===== config.mk =====
export PLATFORM = sky130hd
export DESIGN_NAME = i2c_master_byte_engine_unit
export DESIGN_NICKNAME = d
export VERILOG_FILES = /design/src/rtl/core/i2cmbe_pkg.sv /design/src/rtl/core/i2c_master_byte_engine_unit.sv /design/src/rtl/core/i2cmbe_step.sv
export SDC_FILE = /design/constraint.sdc
export NUM_CORES = 1
export LEC_CHECK = 0
export BUFFER_PORTS_ARGS = -buffer_cell sky130_fd_sc_hd__buf_2
export CAP_MARGIN = 15
export CORE_MARGIN = 10
export CORE_UTILIZATION = 30
export CTS_CLUSTER_SIZE = 25
export DETAILED_ROUTE_END_ITERATION = 16
export HOLD_SLACK_MARGIN = 0.12
export PLACE_DENSITY = 0.45
export SLEW_MARGIN = 10
export SYNTH_ARGS = -nofsm -noshare
export SYNTH_HDL_FRONTEND = slang
export SYNTH_SLANG_ARGS = --single-unit
export TNS_END_PERCENT = 20

===== constraint.sdc =====
create_clock -name clk_i -period 3 [get_ports clk_i]
set_input_delay 0.6 -clock clk_i [delete_from_list [all_inputs] [get_ports clk_i]]
set_output_delay 0.6 -clock clk_i [all_outputs]
set_load 0.005 [all_outputs]

===== src/rtl/core/i2cmbe_pkg.sv =====
package i2cmbe_pkg;

  typedef enum logic [4:0] {
    PH_IDLE    = 5'd0,
    PH_WAIT    = 5'd1,
    PH_ST_A    = 5'd2,
    PH_ST_B    = 5'd3,
    PH_ST_C    = 5'd4,
    PH_WB_LOW  = 5'd5,
    PH_WB_SET  = 5'd6,
    PH_WB_HIGH = 5'd7,
    PH_WA_LOW  = 5'd8,
    PH_WA_HIGH = 5'd9,
    PH_WA_END  = 5'd10,
    PH_RB_LOW  = 5'd11,
    PH_RB_HIGH = 5'd12,
    PH_RA_LOW  = 5'd13,
    PH_RA_HIGH = 5'd14,
    PH_RA_END  = 5'd15,
    PH_SP_A    = 5'd16,
    PH_SP_B    = 5'd17,
    PH_SP_C    = 5'd18
  } phase_e;

  typedef enum logic [1:0] {
    KIND_TICK  = 2'd0,
    KIND_WRITE = 2'd1,
    KIND_READ  = 2'd2,
    KIND_NONE  = 2'd3
  } kind_e;

  typedef enum logic {
    REG_SLAVE_ADDR  = 1'b0,
    REG_DELAY_TICKS = 1'b1
  } reg_idx_e;

  localparam logic [6:0] SlaveAddrReset  = 7'h3C;
  localparam logic [7:0] DelayTicksReset = 8'd5;
  localparam logic [3:0] BitsPerByte     = 4'd8;

  typedef struct packed {
    phase_e     phase;
    logic [3:0] bit_count;
    logic [7:0] shift_reg;
    logic [7:0] tick_count;
    logic       in_transaction;
    logic       read_mode;
    logic       final_pending;
    logic       discarding;
    logic       scl;
    logic       sda;
    logic [7:0] held_byte;
    logic       addr_active;
    logic       abort_pending;
  } eng_state_t;

  // packed msb first so the lowest field sits in the lowest bits
  typedef struct packed {
    logic       done_res;
    logic       addr_nack;
    logic [7:0] rx_data;
    logic       rx_valid;
    logic       accepted;
    logic       ready_res;
    logic       sda_release;
    logic       scl_level;
  } eng_result_t;

  localparam eng_state_t EngStateReset = '{
    phase:          PH_IDLE,
    bit_count:      4'd0,
    shift_reg:      8'd0,
    tick_count:     8'd0,
    in_transaction: 1'b0,
    read_mode:      1'b0,
    final_pending:  1'b0,
    discarding:     1'b0,
    scl:            1'b1,
    sda:            1'b1,
    held_byte:      8'd0,
    addr_active:    1'b0,
    abort_pending:  1'b0
  };

endpackage


===== src/rtl/core/i2c_master_byte_engine_unit.sv =====
// channel   dir  handshake                   payload
// s_axis    in   s_axis_tvalid/tready        tdata, tuser (kind), tlast (last_byte)
// m_axis    out  m_axis_tvalid/tready        tdata (one result word per input word)
// cfg       in   cfg_we_i                    cfg_idx_i, cfg_data_i
//
// one word per clock unless stalled; state and result register update on the same edge
// the result register frees up in the cycle it is taken, so a stalled output only
// holds the input while the result is not taken
// reset puts the bus lines released high, engine idle, config registers at defaults
module i2c_master_byte_engine_unit
  import i2cmbe_pkg::*;
(
  input  logic        clk_i,
  input  logic        rst_ni,
  input  logic        s_axis_tvalid,
  output logic        s_axis_tready,
  input  logic [15:0] s_axis_tdata,   // data_byte[7:0], sda_in[8], zero[15:9]
  input  logic [1:0]  s_axis_tuser,   // kind[1:0]
  input  logic        s_axis_tlast,
  output logic        m_axis_tvalid,
  input  logic        m_axis_tready,
  // scl_level[0], sda_release[1], ready_res[2], accepted[3], rx_valid[4],
  // rx_data[12:5], addr_nack[13], done_res[14], zero[15]
  output logic [15:0] m_axis_tdata,
  input  logic        cfg_we_i,
  input  logic        cfg_idx_i,
  input  logic [7:0]  cfg_data_i
);

  eng_state_t  state_q, state_d;
  eng_result_t result_d;
  logic [14:0] result_q;
  logic        out_valid_q;
  logic [6:0]  slave_addr_q;
  logic [7:0]  delay_ticks_q;
  logic        in_fire;

  assign s_axis_tready = !out_valid_q || m_axis_tready;
  assign in_fire       = s_axis_tvalid && s_axis_tready;

  i2cmbe_step u_step (
    .state_i       (state_q),
    .slave_addr_i  (slave_addr_q),
    .delay_ticks_i (delay_ticks_q),
    .kind_i        (s_axis_tuser),
    .data_byte_i   (s_axis_tdata[7:0]),
    .last_byte_i   (s_axis_tlast),
    .sda_in_i      (s_axis_tdata[8]),
    .state_o       (state_d),
    .result_o      (result_d)
  );

  always_ff @(posedge clk_i or negedge rst_ni) begin
    if (!rst_ni) begin
      slave_addr_q  <= SlaveAddrReset;
      delay_ticks_q <= DelayTicksReset;
    end else if (cfg_we_i) begin
      case (reg_idx_e'(cfg_idx_i))
        REG_SLAVE_ADDR:  slave_addr_q  <= cfg_data_i[6:0];
        REG_DELAY_TICKS: delay_ticks_q <= cfg_data_i;
        default: begin
        end
      endcase
    end
  end

  always_ff @(posedge clk_i or negedge rst_ni) begin
    if (!rst_ni) begin
      state_q     <= EngStateReset;
      out_valid_q <= 1'b0;
    end else begin
      if (in_fire) begin
        state_q <= state_d;
      end
      if (in_fire) begin
        out_valid_q <= 1'b1;
      end else if (m_axis_tready) begin
        out_valid_q <= 1'b0;
      end
    end
  end

  always_ff @(posedge clk_i) begin
    if (in_fire) begin
      result_q <= result_d;
    end
  end

  assign m_axis_tvalid = out_valid_q;
  assign m_axis_tdata  = {1'b0, result_q};

endmodule


===== src/rtl/core/i2cmbe_step.sv =====
module i2cmbe_step
  import i2cmbe_pkg::*;
(
  input  eng_state_t  state_i,
  input  logic [6:0]  slave_addr_i,
  input  logic [7:0]  delay_ticks_i,
  input  logic [1:0]  kind_i,
  input  logic [7:0]  data_byte_i,
  input  logic        last_byte_i,
  input  logic        sda_in_i,
  output eng_state_t  state_o,
  output eng_result_t result_o
);

  logic [7:0] full_len;
  logic [7:0] half_len;

  always_comb begin
    full_len = (delay_ticks_i == 8'd0) ? 8'd1 : delay_ticks_i;
    half_len = (full_len[7:1] == 7'd0) ? 8'd1 : {1'b0, full_len[7:1]};
  end

  always_comb begin
    eng_state_t  st;
    eng_result_t res;
    st  = state_i;
    res = '0;

    case (kind_e'(kind_i))
      KIND_TICK: begin
        if (st.phase != PH_IDLE && st.phase != PH_WAIT) begin
          if (st.tick_count > 8'd1) begin
            st.tick_count = st.tick_count - 8'd1;
          end else begin
            case (st.phase)
              PH_ST_A: begin
                st.sda = 1'b0;
                st.phase = PH_ST_B; st.tick_count = full_len;
              end
              PH_ST_B: begin
                st.scl = 1'b0;
                st.phase = PH_ST_C; st.tick_count = full_len;
              end
              PH_ST_C: begin
                st.addr_active = 1'b1;
                st.shift_reg = {slave_addr_i, st.read_mode};
                st.bit_count = 4'd0; st.scl = 1'b0;
                st.phase = PH_WB_LOW; st.tick_count = half_len;
              end
              PH_WB_LOW: begin
                st.sda = st.shift_reg[7];
                st.phase = PH_WB_SET; st.tick_count = half_len;
              end
              PH_WB_SET: begin
                st.scl = 1'b1;
                st.phase = PH_WB_HIGH; st.tick_count = full_len;
              end
              PH_WB_HIGH: begin
                st.shift_reg = {st.shift_reg[6:0], 1'b0};
                st.bit_count = st.bit_count + 4'd1;
                st.scl = 1'b0;
                if (st.bit_count < BitsPerByte) begin
                  st.phase = PH_WB_LOW; st.tick_count = half_len;
                end else begin
                  st.sda = 1'b1;
                  st.phase = PH_WA_LOW; st.tick_count = full_len;
                end
              end
              PH_WA_LOW: begin
                st.scl = 1'b1;
                st.phase = PH_WA_HIGH; st.tick_count = full_len;
              end
              PH_WA_HIGH: begin
                if (st.addr_active && sda_in_i) begin
                  st.abort_pending = 1'b1;
                  res.addr_nack = 1'b1;
                end
                st.scl = 1'b0; st.sda = 1'b1;
                st.phase = PH_WA_END; st.tick_count = full_len;
              end
              PH_WA_END: begin
                if (st.abort_pending) begin
                  st.addr_active = 1'b0;
                  st.sda = 1'b0;
                  st.phase = PH_SP_A; st.tick_count = full_len;
                end else if (st.addr_active) begin
                  st.addr_active = 1'b0;
                  st.bit_count = 4'd0; st.scl = 1'b0;
                  if (st.read_mode) begin
                    st.shift_reg = 8'd0; st.sda = 1'b1;
                    st.phase = PH_RB_LOW; st.tick_count = full_len;
                  end else begin
                    st.shift_reg = st.held_byte;
                    st.phase = PH_WB_LOW; st.tick_count = half_len;
                  end
                end else if (st.final_pending) begin
                  st.sda = 1'b0;
                  st.phase = PH_SP_A; st.tick_count = full_len;
                end else begin
                  st.phase = PH_WAIT; st.tick_count = 8'd0;
                end
              end
              PH_RB_LOW: begin
                st.scl = 1'b1;
                st.phase = PH_RB_HIGH; st.tick_count = full_len;
              end
              PH_RB_HIGH: begin
                st.shift_reg = {st.shift_reg[6:0], sda_in_i};
                st.bit_count = st.bit_count + 4'd1;
                st.scl = 1'b0;
                st.tick_count = full_len;
                if (st.bit_count < BitsPerByte) begin
                  st.phase = PH_RB_LOW;
                end else begin
                  res.rx_valid = 1'b1;
                  res.rx_data = st.shift_reg;
                  st.sda = st.final_pending;
                  st.phase = PH_RA_LOW;
                end
              end
              PH_RA_LOW: begin
                st.scl = 1'b1;
                st.phase = PH_RA_HIGH; st.tick_count = full_len;
              end
              PH_RA_HIGH: begin
                st.scl = 1'b0;
                st.phase = PH_RA_END; st.tick_count = full_len;
              end
              PH_RA_END: begin
                st.sda = 1'b1;
                if (st.final_pending) begin
                  st.sda = 1'b0;
                  st.phase = PH_SP_A; st.tick_count = full_len;
                end else begin
                  st.phase = PH_WAIT; st.tick_count = 8'd0;
                end
              end
              PH_SP_A: begin
                st.scl = 1'b1;
                st.phase = PH_SP_B; st.tick_count = full_len;
              end
              PH_SP_B: begin
                st.sda = 1'b1;
                st.phase = PH_SP_C; st.tick_count = full_len;
              end
              PH_SP_C: begin
                res.done_res = 1'b1;
                if (st.abort_pending) begin
                  st.abort_pending = 1'b0;
                  st.discarding = !st.final_pending;
                end
                st.in_transaction = st.discarding;
                st.phase = PH_IDLE; st.tick_count = 8'd0;
              end
              default: begin
                st.phase = PH_IDLE; st.tick_count = 8'd0;
              end
            endcase
          end
        end
      end
      KIND_WRITE, KIND_READ: begin
        if (st.phase == PH_IDLE) begin
          res.accepted = 1'b1;
          if (st.discarding) begin
            if (last_byte_i) begin
              st.discarding = 1'b0;
              st.in_transaction = 1'b0;
            end
          end else begin
            st.in_transaction = 1'b1;
            st.read_mode = (kind_e'(kind_i) == KIND_READ);
            st.final_pending = last_byte_i;
            st.held_byte = data_byte_i;
            st.abort_pending = 1'b0;
            st.scl = 1'b1; st.sda = 1'b1;
            st.phase = PH_ST_A; st.tick_count = full_len;
          end
        end else if (st.phase == PH_WAIT) begin
          res.accepted = 1'b1;
          st.final_pending = last_byte_i;
          st.bit_count = 4'd0; st.scl = 1'b0;
          if (st.read_mode) begin
            st.shift_reg = 8'd0; st.sda = 1'b1;
            st.phase = PH_RB_LOW; st.tick_count = full_len;
          end else begin
            st.shift_reg = data_byte_i;
            st.phase = PH_WB_LOW; st.tick_count = half_len;
          end
        end
      end
      default: begin
      end
    endcase

    res.scl_level   = st.scl;
    res.sda_release = st.sda;
    res.ready_res   = (st.phase == PH_IDLE) || (st.phase == PH_WAIT);

    state_o  = st;
    result_o = res;
  end

endmodule

* Yosys cells after proc, flatten, opt, wreduce, memory -nomap -nowiden *
Index checks and enable logic that the tools add are counted.

storage, ports and cells
  register bits = 71
  logic and storage cells = 178
  output and inout bits = 18
  bits of input ports = 33

operators by class
  equality and inequality tests = 37
  order comparisons = 2
  reductions and logical operators = 36
  muxes and demuxes = 73
  bitwise operators = 7
  $add $sub $neg = 2

operators by type and width
  kind                                                              count
  5-bit case mux with 16 select lines                               1
  8-bit 2-to-1 mux                                                  8
  26-bit case mux with 2 select lines                               1
  12-bit case mux with 4 select lines                               1
  5-bit by 4-bit == test with 1-bit output (second input constant)  8
  8-bit case mux with 5 select lines                                1
  12-bit 2-to-1 mux                                                 3
  16-bit 2-to-1 mux                                                 2
  1-bit 2-to-1 mux                                                  31
  26-bit 2-to-1 mux                                                 1
  25-bit 2-to-1 mux                                                 1
  5-bit 2-to-1 mux                                                  5
  5-bit by 3-bit == test with 1-bit output (second input constant)  4
  17-bit 2-to-1 mux                                                 1
  5-bit == test (second input constant)                             3
  3-bit != test (second input constant)                             4
  11-bit OR reduction                                               1
  5-bit by 1-bit == test with 1-bit output (second input constant)  2
  5-bit by 2-bit == test with 1-bit output (second input constant)  2
  5-bit zero test                                                   2
  10-bit 2-to-1 mux                                                 1
  2-bit != test (second input constant)                             5
  5-bit AND reduction                                               2
  5-bit OR reduction                                                2
  other kinds (37)                                                  65

* Depth between registers and ports, before layout *
Gate-level depths: netlist of run 1.

  depth after elaboration = 13
  mapped depth = 10
  mapped depth without buffers = 9

* By module *
A second synthesis of run 1 with hierarchy kept.

second synthesis, totals
  cells, all modules = 547
  area, all modules = 5,437.7 µm²

by module, submodules not included
  module                       area each (µm²)  instances  cells an instance  sequential area each (µm²)
  i2c_master_byte_engine_unit  2,770.2          1          141                1,886.8
  i2cmbe_step                  2,667.6          1          406                0.0

* Least setup slack after synthesis of run 1 *
Ideal clock, no wire load.

  kind = input to register
  start = input port m_axis_tready
  end = register state_q[2] in the netlist's numbering
  stages = 6
  path buffers = 0
  slack = 638 ps
  data required time = 2,875 ps
  data arrival time = 2,238 ps
  library setup time = 125 ps
  cells stage by stage = nand2b_1 > nand2_1 > inv_1 > nand2_1 > nor2_1 > mux2_2

on the way
  cells in the longest elaborated chain, start to end = 3

RTL lines
  element                        RTL line                           source
  start, declared                i2c_master_byte_engine_unit.sv:21  input logic m_axis_tready,
  1-bit logical OR               i2c_master_byte_engine_unit.sv:38  assign s_axis_tready = !out_valid_q || m_axis_tready;
  1-bit logical AND              i2c_master_byte_engine_unit.sv:39  assign in_fire = s_axis_tvalid && s_axis_tready;
  net in_fire                    i2c_master_byte_engine_unit.sv:36  logic in_fire;
  4-bit AND reduction (no line)  --
  end signal, assigned           i2c_master_byte_engine_unit.sv:69  state_q <= EngStateReset;
  end signal, assigned           i2c_master_byte_engine_unit.sv:73  state_q <= state_d;
  end, declared                  i2c_master_byte_engine_unit.sv:30  eng_state_t state_q, state_d;

The timed path passes the listed nets, and every way through them passes these cells.
A chain may end at the register's enable or synchronous reset.

==> results of run 1 <==
-- state kept, by name, indices dropped and copies added, names as in the netlist --
signal,flops
delay_ticks_q,8
slave_addr_q,7
state_q,40
m_axis_tvalid,1
result_q,15
-- critical path, delay by kind of cell (launching register included) --
| kind | cells | cell delay (ns) |
|---|---|---|
| compound gates | 3 | 0.77 |
| buf+inv | 1 | 0.28 |
| flops | 1 | 0.59 |
| simple gates | 3 | 1.01 |
-- power groups by stage --
stage	sequential, mW	combinational (mW)	clock [mW]
2_1_floorplan	1.43	1.36	0
3_3_place_gp	1.54	1.88	0
3_5_place_dp	1.55	1.88	0
4_1_cts	1.54	1.89	1.24
5_1_grt	1.58	2.11	1.28
6_report	1.54	1.91	1.21
-- how the worst max path moves through the flow --
stage	cells past startpoint	slack (ns)	endpoint	from
after floorplan	6	0.64	state_q[2]$_DFFE_PN0P_	m_axis_tready
after global placement	10	0.24	result_q[2]$_DFFE_PP_	s_axis_tuser[0]
after detailed placement	10	0.27	result_q[2]$_DFFE_PP_	s_axis_tuser[0]
after CTS	7	0.25	result_q[2]$_DFFE_PP_	state_q[38]$_DFFE_PN0P_
after global routing	9	0.02	result_q[2]$_DFFE_PP_	state_q[16]$_DFFE_PN0P_
final	7	0.20	result_q[2]$_DFFE_PP_	state_q[38]$_DFFE_PN0P_
-- per-layer routing --
metal	vias to the layer above	GRT usage	wire [um]
li1	2079	-	-
met1	2126	0.1967	6868
met2	178	0.2391	7167
met3	33	0.03542	1077
met4	0	0.07738	535
met5	-	0	0
-- cells in the final DEF (no fill, tap or decap), types with 13 or more instances in the layout --
master	instances
a21oi_1	45
nand2_1	68
o21ai_0	33
nor2_1	42
buf_4	38
inv_1	17
a31oi_1	13
dfrtp_1	48
nand3_1	27
edfxtp_1	15
buf_2	42
mux2_2	23
-- synthesized netlist by cell type (10+ instances only) --
master,count,area [um^2]
a31oi_1,13,81.33
mux2_2,23,259.0
nor3_1,11,55.05
nand3_1,27,135.1
and2_1,10,62.56
inv_1,17,63.81
a21oi_1,45,225.2
clkbuf_1,15,56.30
edfxtp_1,15,450.4
nand2_1,68,255.2
o21ai_0,33,165.2
dfrtp_1,48,1201
nor2_1,42,157.7
nand2b_1,11,68.82
-- layout make-up --
| cell class | instances | area [um^2] |
|---|---|---|
| Timing Repair Buffer | 82 | 535.5 |
| Clock buffer | 9 | 225.2 |
| Sequential cell | 71 | 1862 |
| Clock inverter | 7 | 101.3 |
| Inverter | 18 | 67.56 |
| Fill cell | 1564 | 9588 |
| Tap cell | 188 | 235.2 |
| Multi-Input combinational cell | 411 | 2531 |
-- logic make-up after synthesis --
logic type                 Yosys count
AOI/OAI and AO/OA                  160
and+or+nand+nor                    209
other                                1
DFF                                 71
muxes                               28
buffers and inverters               48
adders and majority gates            6
xor gates and xnor gates             7
-- stage by stage --
stage | instance area [um^2] | hold WS, ns | setup WS (ns)
3_3_place_gp | 5231 | 0.4817 | 0.2445
2_1_floorplan | 4614 | 0.3044 | 0.6376
4_1_cts | 5558 | 0.2719 | 0.2484
5_1_grt | 5558 | 0.2869 | 0.02415
6_report | 5558 | 0.2514 | 0.1991
3_5_place_dp | 5231 | 0.4950 | 0.2681
==> metrics.csv, run 1 <==
stage,metric,value,unit
outcome,status,finished clean,
cts,TritonCTS Buffers,9,
timing,Slew HR,0.3704,
cts,# H-tree levels,3,
placement,dpl hpwl,11750,um
finish,Final nets,632,
finish,"non-filler cells, final",786,
pwr,Internal Pwr Total,2.802,mW
timing,Post-Route Skew,0.008307,ns
pwr,Flop pwr share,0.331,
critical_path,worst flop-to-flop path startpoint,state_q[38]$_DFFE_PN0P_,
floorplanning,row cnt,45,
cts,CTS clock-pin slew for the worst setup and hold paths,0.06,ns
timing,Least-Margin Pin Slew,0.9377,ns
cts,hold buffers post-CTS,0,
pwr,leakage power,2.270,nW
drt,first-iteration detailed-routing DRC count,393,
global_routing,total congestion overflow,0,
logic_synthesis,ys flop type,dfrtp_1,
floorplanning,Die W,144.0,um
critical_path,Crit Path Max Fanout,15,
critical_path,r2r endpoint,result_q[2]$_DFFE_PP_,
drt,DR WL/cell,19.91,um
logic_synthesis,post-synthesis sequential area ratio,0.4035,
floorplanning,die area,0.02074,mm^2
logic_synthesis,Synth Warn #,0,
cts,CTS tree,yes,
logic_synthesis,"flops & latches, synth",71,
logic_synthesis,largest family of logic cells by synthesized area,compound AO/OA/AOI/OAI gates,
cts,Longest Clk Path Bufs,2,
pwr,sw power,1.864,mW
finish,layout cells sized above 1,0.2358,
cts,CTS root buffer,clkbuf_16,
global_routing,initial antenna violation count,0,
floorplanning,initial cell density of the core,0.3047,
critical_path,R2R Setup Slk,0.20,ns
pwr,Clk pwr share,0.259,
drt,DR vias/cell,5.618,
critical_path,crit end category,flop,
logic_synthesis,proportion of synthesized area in mux cells,0.06697,
global_routing,vias in the first global route,4461,
timing,Final min period,2.801,ns
cts,CTS resizes,0,
timing,Slew Limit Fails,0,
critical_path,Critical Path Slowest Stage Cell,dfrtp_1,
logic_synthesis,simple-gate area share of the yosys netlist,0.2226,
logic_synthesis,Synth Net Count,569,
logic_synthesis,"FFs w/ async S/R, synth",0.7887,
finish,utilization of the core after routing,0.3670,
logic_synthesis,Post-Syn Instances,530,
critical_path,crit-path cells,"buf_4, nor3_1, a31oi_1, a21boi_0, or4_1, o32ai_1, and3_1",
critical_path,crit-path max cell delay,0.59,ns
cts,worst skew pair latency,0.35,ns
critical_path,Reg2Reg Depth,7,
critical_path,Crit Path Class,reg -> reg,
floorplanning,Ports,51,
pwr,Comb pwr share,0.410,
pwr,Sw Ratio,0.3995,
critical_path,WP data required,3.22,ns
logic_synthesis,"Cell Area, Synth",0.004614,mm^2
pwr,Pwr Total,4.665,mW
logic_synthesis,compound-gate portion of the synthesized area,0.2286,
timing,"Hold Vio Cnt, Final",0,
finish,number of diodes,0,
drt,Routed Antenna Nets,0,
pwr,Pwr Density,839.4,mW/mm^2
global_routing,GRT Util Overall,0.1542,
hold_path,hold crit path type,in -> async,
timing,final setup vio count,0,
timing,TNS Setup,0,ns
global_routing,first-pass GRT wire length,24710,um
logic_synthesis,xor and xnor area share after synthesis,0.01329,
finish,Area Growth Syn to Fin,20.44,%
drt,routed wire length,15650,um
drt,drt first pass iters,5,
timing,FMAX,357.0,MHz
placement,Buffers on Ports,42,
pwr,VDD IR max,327.2,uV
logic_synthesis,syn avg cell area,8.706,um^2
floorplanning,Core ar.,0.01515,mm^2
placement,Placed Cells,770,
drt,via count,4416,
critical_path,Worst EP arrival,3.02,ns
placement,GP Congestion,0.9514,
floorplanning,Die H,144.0,um
logic_synthesis,Post-Synth Adder-Cell Area,0.01627,
job,number of max-cap violations,0,
cts,post-CTS setup buffers,0,
critical_path,Worst Setup Start Kind,flop,
logic_synthesis,Yosys cell types,70,
drt,DRC,0,
logic_synthesis,number of enable flip-flop cells after synthesis,15,
cts,Sink Count,71,
timing,Final period util,0.9336,
timing,RSZ-0062 raised after global routing,false,
global_routing,largest net degree at the start of global routing,30,
Note: power is estimated with default switching activity, not from simulation.
==> run 2: changes to the inputs <==
--- a/config.mk
+++ b/config.mk
@@ -8,11 +8,12 @@
 export BUFFER_PORTS_ARGS = -buffer_cell sky130_fd_sc_hd__buf_2
 export CAP_MARGIN = 15
 export CORE_MARGIN = 10
-export CORE_UTILIZATION = 30
+export CORE_UTILIZATION = 50
 export CTS_CLUSTER_SIZE = 25
 export DETAILED_ROUTE_END_ITERATION = 16
 export HOLD_SLACK_MARGIN = 0.12
-export PLACE_DENSITY = 0.45
+export PLACE_DENSITY = 0.69
+export REMOVE_ABC_BUFFERS = 1
 export SLEW_MARGIN = 10
 export SYNTH_ARGS = -nofsm -noshare
 export SYNTH_HDL_FRONTEND = slang
==> run 2 against run 1 <==
Compared with the run above:
- global-route usage rose by 5.7 points
- first-iteration DRC count shrank 6.6%
- combinational power is 5% lower
- power is 8.2% lower
- critical path type unchanged
- largest cell class unchanged
==> metrics.csv, run 2 (synthesis gave the netlist of run 1 again) <==
stage,metric,value,unit,change
pwr,leakage power,2.202,nW,-3.0%
global_routing,first-pass GRT wire length,22430,um,-9.2%
critical_path,WP data required,3.24,ns,+0.02 ns
global_routing,GRT met1 Usage,0.2747,,+0.07793
drt,drt first pass iters,5,,unchanged
placement,Buffers on Ports,42,,unchanged
drt,first-iteration detailed-routing DRC count,367,,-6.6%
placement,GP Congestion,1.019,,+7.1%
cts,Sink Count,71,,unchanged
timing,RSZ-0062 raised after global routing,false,,
placement,dpl hpwl,10570,um,-10%
floorplanning,row cnt,34,,-24%
timing,Post-Route Skew,0.01738,ns,+0.009076 ns
floorplanning,initial cell density of the core,0.5215,,+0.2168
finish,fill cell count,809,,-48%
timing,FMAX,358.0,MHz,+0.27%
critical_path,crit end category,flop,,
finish,number of diodes,0,,unchanged
cts,hold buffers post-CTS,0,,unchanged
finish,"non-filler cells, final",703,,-11%
cts,# H-tree levels,3,,unchanged
timing,final setup vio count,0,,unchanged
floorplanning,Die W,116.1,um,-19%
global_routing,vias in the first global route,4289,,-3.9%
timing,Final min period,2.793,ns,-0.007614 ns
finish,Final nets,629,,-0.47%
floorplanning,Core ar.,0.008848,mm^2,-42%
timing,TNS Setup,0,ns,unchanged
critical_path,Crit Path Max Fanout,14,,-1
global_routing,met2 Use GR,0.3303,,+0.09122
drt,via count,4433,,+0.38%
floorplanning,Ports,51,,unchanged
cts,CTS clock-pin slew for the worst setup and hold paths,0.09,ns,+0.03 ns
cts,TritonCTS Buffers,9,,unchanged
drt,DR WL/cell,20.05,um,+0.73%
finish,Largest Register,state_q,,
timing,Final period util,0.9311,,-0.002538
hold_path,hold crit path type,in -> async,,
timing,Slew HR,0.4408,,+0.07039
cts,Longest Clk Path Bufs,2,,unchanged
global_routing,largest net degree at the start of global routing,57,,+90%
finish,Area Growth Syn to Fin,14.97,%,
critical_path,r2r endpoint,state_q[18]$_DFFE_PN0P_,,
global_routing,total congestion overflow,0,,unchanged
cts,worst skew pair latency,0.36,ns,about the same
finish,"commonest non-fill, non-tap cell in the layout",nand2_1,,
timing,Slew Limit Fails,0,,unchanged
critical_path,crit path capture,state_q[18]$_DFFE_PN0P_,,
cts,CTS root buffer,clkbuf_8,,
pwr,Pwr Density,807.2,mW/mm^2,-3.8%
outcome,status,finished clean,,
global_routing,met3 usage,0.03928,,+0.003855
job,number of max-cap violations,0,,unchanged
cts,CTS tree,yes,,
pwr,Pwr Total,4.282,mW,-8.2%
critical_path,R2R Setup Slk,0.21,ns,about the same
finish,utilization of the core after routing,0.5995,,+0.2326
critical_path,Crit Path Class,reg -> reg,,
global_routing,GRT Util Overall,0.2112,,+0.05701
finish,max reg flops,40,,unchanged
critical_path,Worst Setup Start Kind,flop,,
critical_path,crit path launch,state_q[37]$_DFFE_PN0P_,,
pwr,VDD IR max,452.2,uV,+38%
critical_path,Worst EP arrival,3.04,ns,+0.02 ns
finish,FF+latch area,0.001862,mm^2,unchanged
drt,routed wire length,14100,um,-9.9%
cts,post-CTS setup buffers,0,,unchanged
timing,hold slack,0.3537,ns,+0.1023 ns
finish,biggest regs,"state_q (40), result_q (15), delay_ticks_q (8)",,
floorplanning,Die H,116.1,um,-19%
cts,CTS resizes,0,,unchanged
placement,Placed Cells,687,,-11%
critical_path,worst flop-to-flop path startpoint,state_q[37]$_DFFE_PN0P_,,
global_routing,initial antenna violation count,0,,unchanged
drt,DR vias/cell,6.306,,+12%
timing,Least-Margin Pin Slew,0.8328,ns,-0.1048 ns
drt,Routed Antenna Nets,0,,unchanged
timing,"Hold Vio Cnt, Final",0,,unchanged
critical_path,Reg2Reg Depth,6,,-1
finish,"commonest non-fill, non-tap cells in the layout","68 x nand2_1, 48 x dfrtp_1, 45 x a21oi_1",,
global_routing,gr busiest metal,met2,,
finish,Multi-input gate area,0.002531,mm^2,unchanged
finish,layout cells sized above 1,0.2303,,-0.005534
drt,DRC,0,,unchanged
floorplanning,die area,0.01347,mm^2,-35%
run 2: changes by cell type in the layout (fill, tap and decap cells not counted), sizes merged:
cell      before  now
clkinvlp       2    1
clkinv         1    3
buf           82   79
inv           20   18
clkbuf         9   10
run 2: final cells by class:
cell class	instances	share of cell area
multi-input combinational	411	0.4771
clock buffer	10	0.02406
tap	108	0.02547
sequential	71	0.3509
inverter	18	0.01274
clock inverter	6	0.01769
timing repair buffer	79	0.09198
run 2: worst min-delay path by stage:
stage | endpoint | slack [ns] | cells past startpoint
2_1_floorplan | delay_ticks_q[1]$_DFFE_PN0P_ | 0.30 | 0
3_5_place_dp | state_q[8]$_DFFE_PN0P_ | 0.50 | 1
5_1_grt | state_q[23]$_DFFE_PN0P_ | 0.42 | 2
3_3_place_gp | state_q[34]$_DFFE_PN0P_ | 0.49 | 1
6_report | state_q[39]$_DFFE_PN0P_ | 0.35 | 2
4_1_cts | state_q[0]$_DFFE_PN0P_ | 0.42 | 2
run 2: per-stage QoR:
step,cell area [um^2],worst slack [ns]
after detailed placement,5084,0.2231
final,5305,0.2067
after global placement,5084,0.2860
after floorplan,4461,0.06463
after CTS,5305,0.2592
after global routing,5305,0.03699
run 2: worst max-delay path: stages, from the launching register on:
cell and delay [ns]:
dfrtp_1 0.63, or4_1 0.79, o32ai_2 0.38, nand2_1 0.29, o21ai_0 0.28, o221ai_1 0.15, a21o_1 0.17
run 2: report_power, final:
part | internal, mW | total (mW) | switching [mW]
sequential | 1.26 | 1.57 | 0.316
clock | 0.475 | 0.895 | 0.420
combinational | 0.770 | 1.81 | 1.04
total | 2.50 | 4.28 | 1.78
run 2: layer usage:
metal  vias up  wire length [um]
li1       2065                 -
met1      2120              6055
met2       209              6349
met3        39              1169
met4         0               523
met5         -                 0
==> run 3: changes to the inputs <==
--- a/config.mk
+++ b/config.mk
@@ -7,15 +7,17 @@
 export LEC_CHECK = 0
 export BUFFER_PORTS_ARGS = -buffer_cell sky130_fd_sc_hd__buf_2
 export CAP_MARGIN = 15
+export CORE_ASPECT_RATIO = 1.25
 export CORE_MARGIN = 10
 export CORE_UTILIZATION = 50
 export CTS_CLUSTER_SIZE = 25
 export DETAILED_ROUTE_END_ITERATION = 16
 export HOLD_SLACK_MARGIN = 0.12
-export PLACE_DENSITY = 0.69
+export PLACE_DENSITY = 0.68
 export REMOVE_ABC_BUFFERS = 1
 export SLEW_MARGIN = 10
 export SYNTH_ARGS = -nofsm -noshare
 export SYNTH_HDL_FRONTEND = slang
+export SYNTH_HIERARCHICAL = 1
 export SYNTH_SLANG_ARGS = --single-unit
 export TNS_END_PERCENT = 20
==> run 3 against run 2 <==
Compared with the run above:
- die area increased by 13%
- largest cell class unchanged
- power increased by 33%
- critical path depth increased by 1
- first-iteration DRC count increased by 19%
- combinational power increased by 62%
- clock-buffer cell count increased by 1
- synthesized cell count increased by 1.7%
- core utilization decreased by 1.8 points
==> metrics.csv, run 3 <==
stage,metric,value,unit,change
critical_path,Crit path max-delay family,compound AO/OA/AOI/OAI gates,,
cts,TritonCTS Buffers,9,,unchanged
drt,first-iteration detailed-routing DRC count,436,,+19%
hold_path,hold crit path type,in -> async,,
placement,Placed Cells,720,,+4.8%
global_routing,total congestion overflow,0,,unchanged
critical_path,Crit Path Class,reg -> reg,,
global_routing,vias in the first global route,4729,,+10%
drt,DR vias/cell,6.504,,+3.1%
pwr,leakage power,2.602,nW,+18%
logic_synthesis,Post-Syn Instances,539,,+1.7%
global_routing,largest net degree at the start of global routing,57,,unchanged
critical_path,Critical Path Slowest Stage Cell,dfrtp_1,,
finish,Area Growth Syn to Fin,14.69,%,
cts,Longest Clk Path Bufs,2,,unchanged
finish,layout cells sized above 1,0.3411,,+0.1108
drt,Routed Antenna Nets,0,,unchanged
critical_path,WP data required,3.22,ns,-0.02 ns
timing,Final min period,2.795,ns,+0.001759 ns
timing,hold slack,0.3978,ns,+0.04409 ns
drt,DR WL/cell,21.68,um,+8.1%
floorplanning,initial cell density of the core,0.5072,,-0.01427
finish,biggest regs,"state_q (40), result_q (15), delay_ticks_q (8)",,
placement,dpl hpwl,11390,um,+7.8%
critical_path,crit-path cells,"nor2b_1, nand2_1, a2111oi_2, o21ai_2, a21o_4, a221o_1, mux2_4",,
floorplanning,Die W,112.6,um,-3.0%
pwr,Pwr Density,928.8,mW/mm^2,+15%
critical_path,Reg2Reg Depth,7,,+1
floorplanning,Die H,135.7,um,+17%
logic_synthesis,"Cell Area, Synth",0.005358,mm^2,+16%
drt,DRC,0,,unchanged
placement,GP Congestion,0.9576,,-6.0%
timing,final setup vio count,0,,unchanged
floorplanning,row cnt,42,,+24%
cts,# H-tree levels,3,,unchanged
placement,Buffers on Ports,42,,unchanged
timing,FMAX,357.8,MHz,about the same
logic_synthesis,Synth Warn #,6,,+6
global_routing,initial antenna violation count,0,,unchanged
critical_path,worst flop-to-flop path startpoint,state_q[39]$_DFFE_PN0P_,,
cts,hold buffers post-CTS,0,,unchanged
critical_path,r2r endpoint,state_q[25]$_DFFE_PN0P_,,
cts,post-CTS setup buffers,0,,unchanged
floorplanning,Ports,51,,unchanged
cts,CTS root buffer,clkbuf_16,,
finish,"commonest non-fill, non-tap cell in the layout",nor2_1,,
drt,routed wire length,15960,um,+13%
critical_path,crit end category,flop,,
finish,Largest Register,state_q,,
logic_synthesis,syn avg cell area,9.940,um^2,+14%
drt,drt first pass iters,5,,unchanged
cts,CTS clock-pin slew for the worst setup and hold paths,0.06,ns,-0.03 ns
cts,CTS tree,yes,,
critical_path,Crit Path Max Fanout,18,,+4
finish,Final nets,638,,+1.4%
finish,"commonest non-fill, non-tap cells in the layout","49 x nor2_1, 48 x dfrtp_1, 44 x buf_4",,
critical_path,Worst EP arrival,3.02,ns,-0.02 ns
global_routing,first-pass GRT wire length,25370,um,+13%
critical_path,crit-path max cell delay,0.77,ns,-0.02 ns
timing,Slew Limit Fails,0,,unchanged
cts,Sink Count,71,,unchanged
critical_path,Buf/Inv on CP,0,,unchanged
timing,TNS Setup,0,ns,unchanged
timing,Least-Margin Pin Slew,0.7391,ns,-0.09376 ns
timing,Post-Route Skew,0.007842,ns,-0.009541 ns
timing,RSZ-0062 raised after global routing,false,,
critical_path,R2R Setup Slk,0.20,ns,about the same
outcome,status,finished clean,,
cts,CTS resizes,0,,unchanged
job,number of max-cap violations,0,,unchanged
timing,Final period util,0.9317,,about the same
floorplanning,die area,0.01528,mm^2,+13%
timing,"Hold Vio Cnt, Final",0,,unchanged
finish,number of diodes,0,,unchanged
finish,"non-filler cells, final",736,,+4.7%
drt,via count,4787,,+8.0%
finish,max reg flops,40,,unchanged
cts,worst skew pair latency,0.34,ns,-0.02 ns
pwr,VDD IR max,476.4,uV,+5.4%
timing,Slew HR,0.5073,,+0.06650
global_routing,GRT Util Overall,0.2039,,-0.007265
critical_path,Worst Setup Start Kind,flop,,
floorplanning,Core ar.,0.01056,mm^2,+19%
run 3: report_power, final:
group	internal [mW]	switching [mW]
clock	0.636	0.429
sequential	1.28	0.415
combinational	1.44	1.51
total	3.36	2.35
run 3: metal layers:
metal	GRT usage	wire, um	up-vias
met5	0	0	-
met4	0.09251	496	0
met3	0.03945	1239	42
met2	0.3250	7635	256
met1	0.2607	6583	2308
li1	-	-	2181
run 3: cell type report:
type                       instances  area, um^2
clock buffer                      11       264.0
clock inverter                     5       35.03
fill                             940        4418
inverter                          17       63.81
multi-input combinational        413        3194
sequential                        71        1862
tap                              132       165.2
timing repair buffer              87       560.5
run 3: how the worst max path moves through the flow:
stage | endpoint | depth (start not counted) | slack (ns) | from
after global placement | state_q[25]$_DFFE_PN0P_ | 7 | 0.29 | state_q[39]$_DFFE_PN0P_
final | state_q[25]$_DFFE_PN0P_ | 7 | 0.20 | state_q[39]$_DFFE_PN0P_
after CTS | state_q[24]$_DFFE_PN0P_ | 7 | 0.23 | state_q[39]$_DFFE_PN0P_
after detailed placement | state_q[25]$_DFFE_PN0P_ | 7 | 0.24 | state_q[39]$_DFFE_PN0P_
after global routing | state_q[27]$_DFFE_PN0P_ | 7 | 0.04 | state_q[39]$_DFFE_PN0P_
after floorplan | state_q[24]$_DFFE_PN0P_ | 7 | 0.36 | state_q[39]$_DFFE_PN0P_
run 3: metrics by stage:
| step | total power, mW | worst slack (ns) | instance area, um^2 | utilization |
|---|---|---|---|---|
| 2_1_floorplan | 3.591 | 0.3563 | 5120 | - |
| 3_3_place_gp | 4.499 | 0.2913 | 5846 | 0.5534 |
| 5_1_grt | 6.026 | 0.03843 | 6145 | 0.5817 |
| 3_5_place_dp | 4.557 | 0.2425 | 5846 | 0.5534 |
| 4_1_cts | 5.650 | 0.2283 | 6145 | 0.5817 |
| 6_report | 5.707 | 0.2049 | 6145 | 0.5817 |
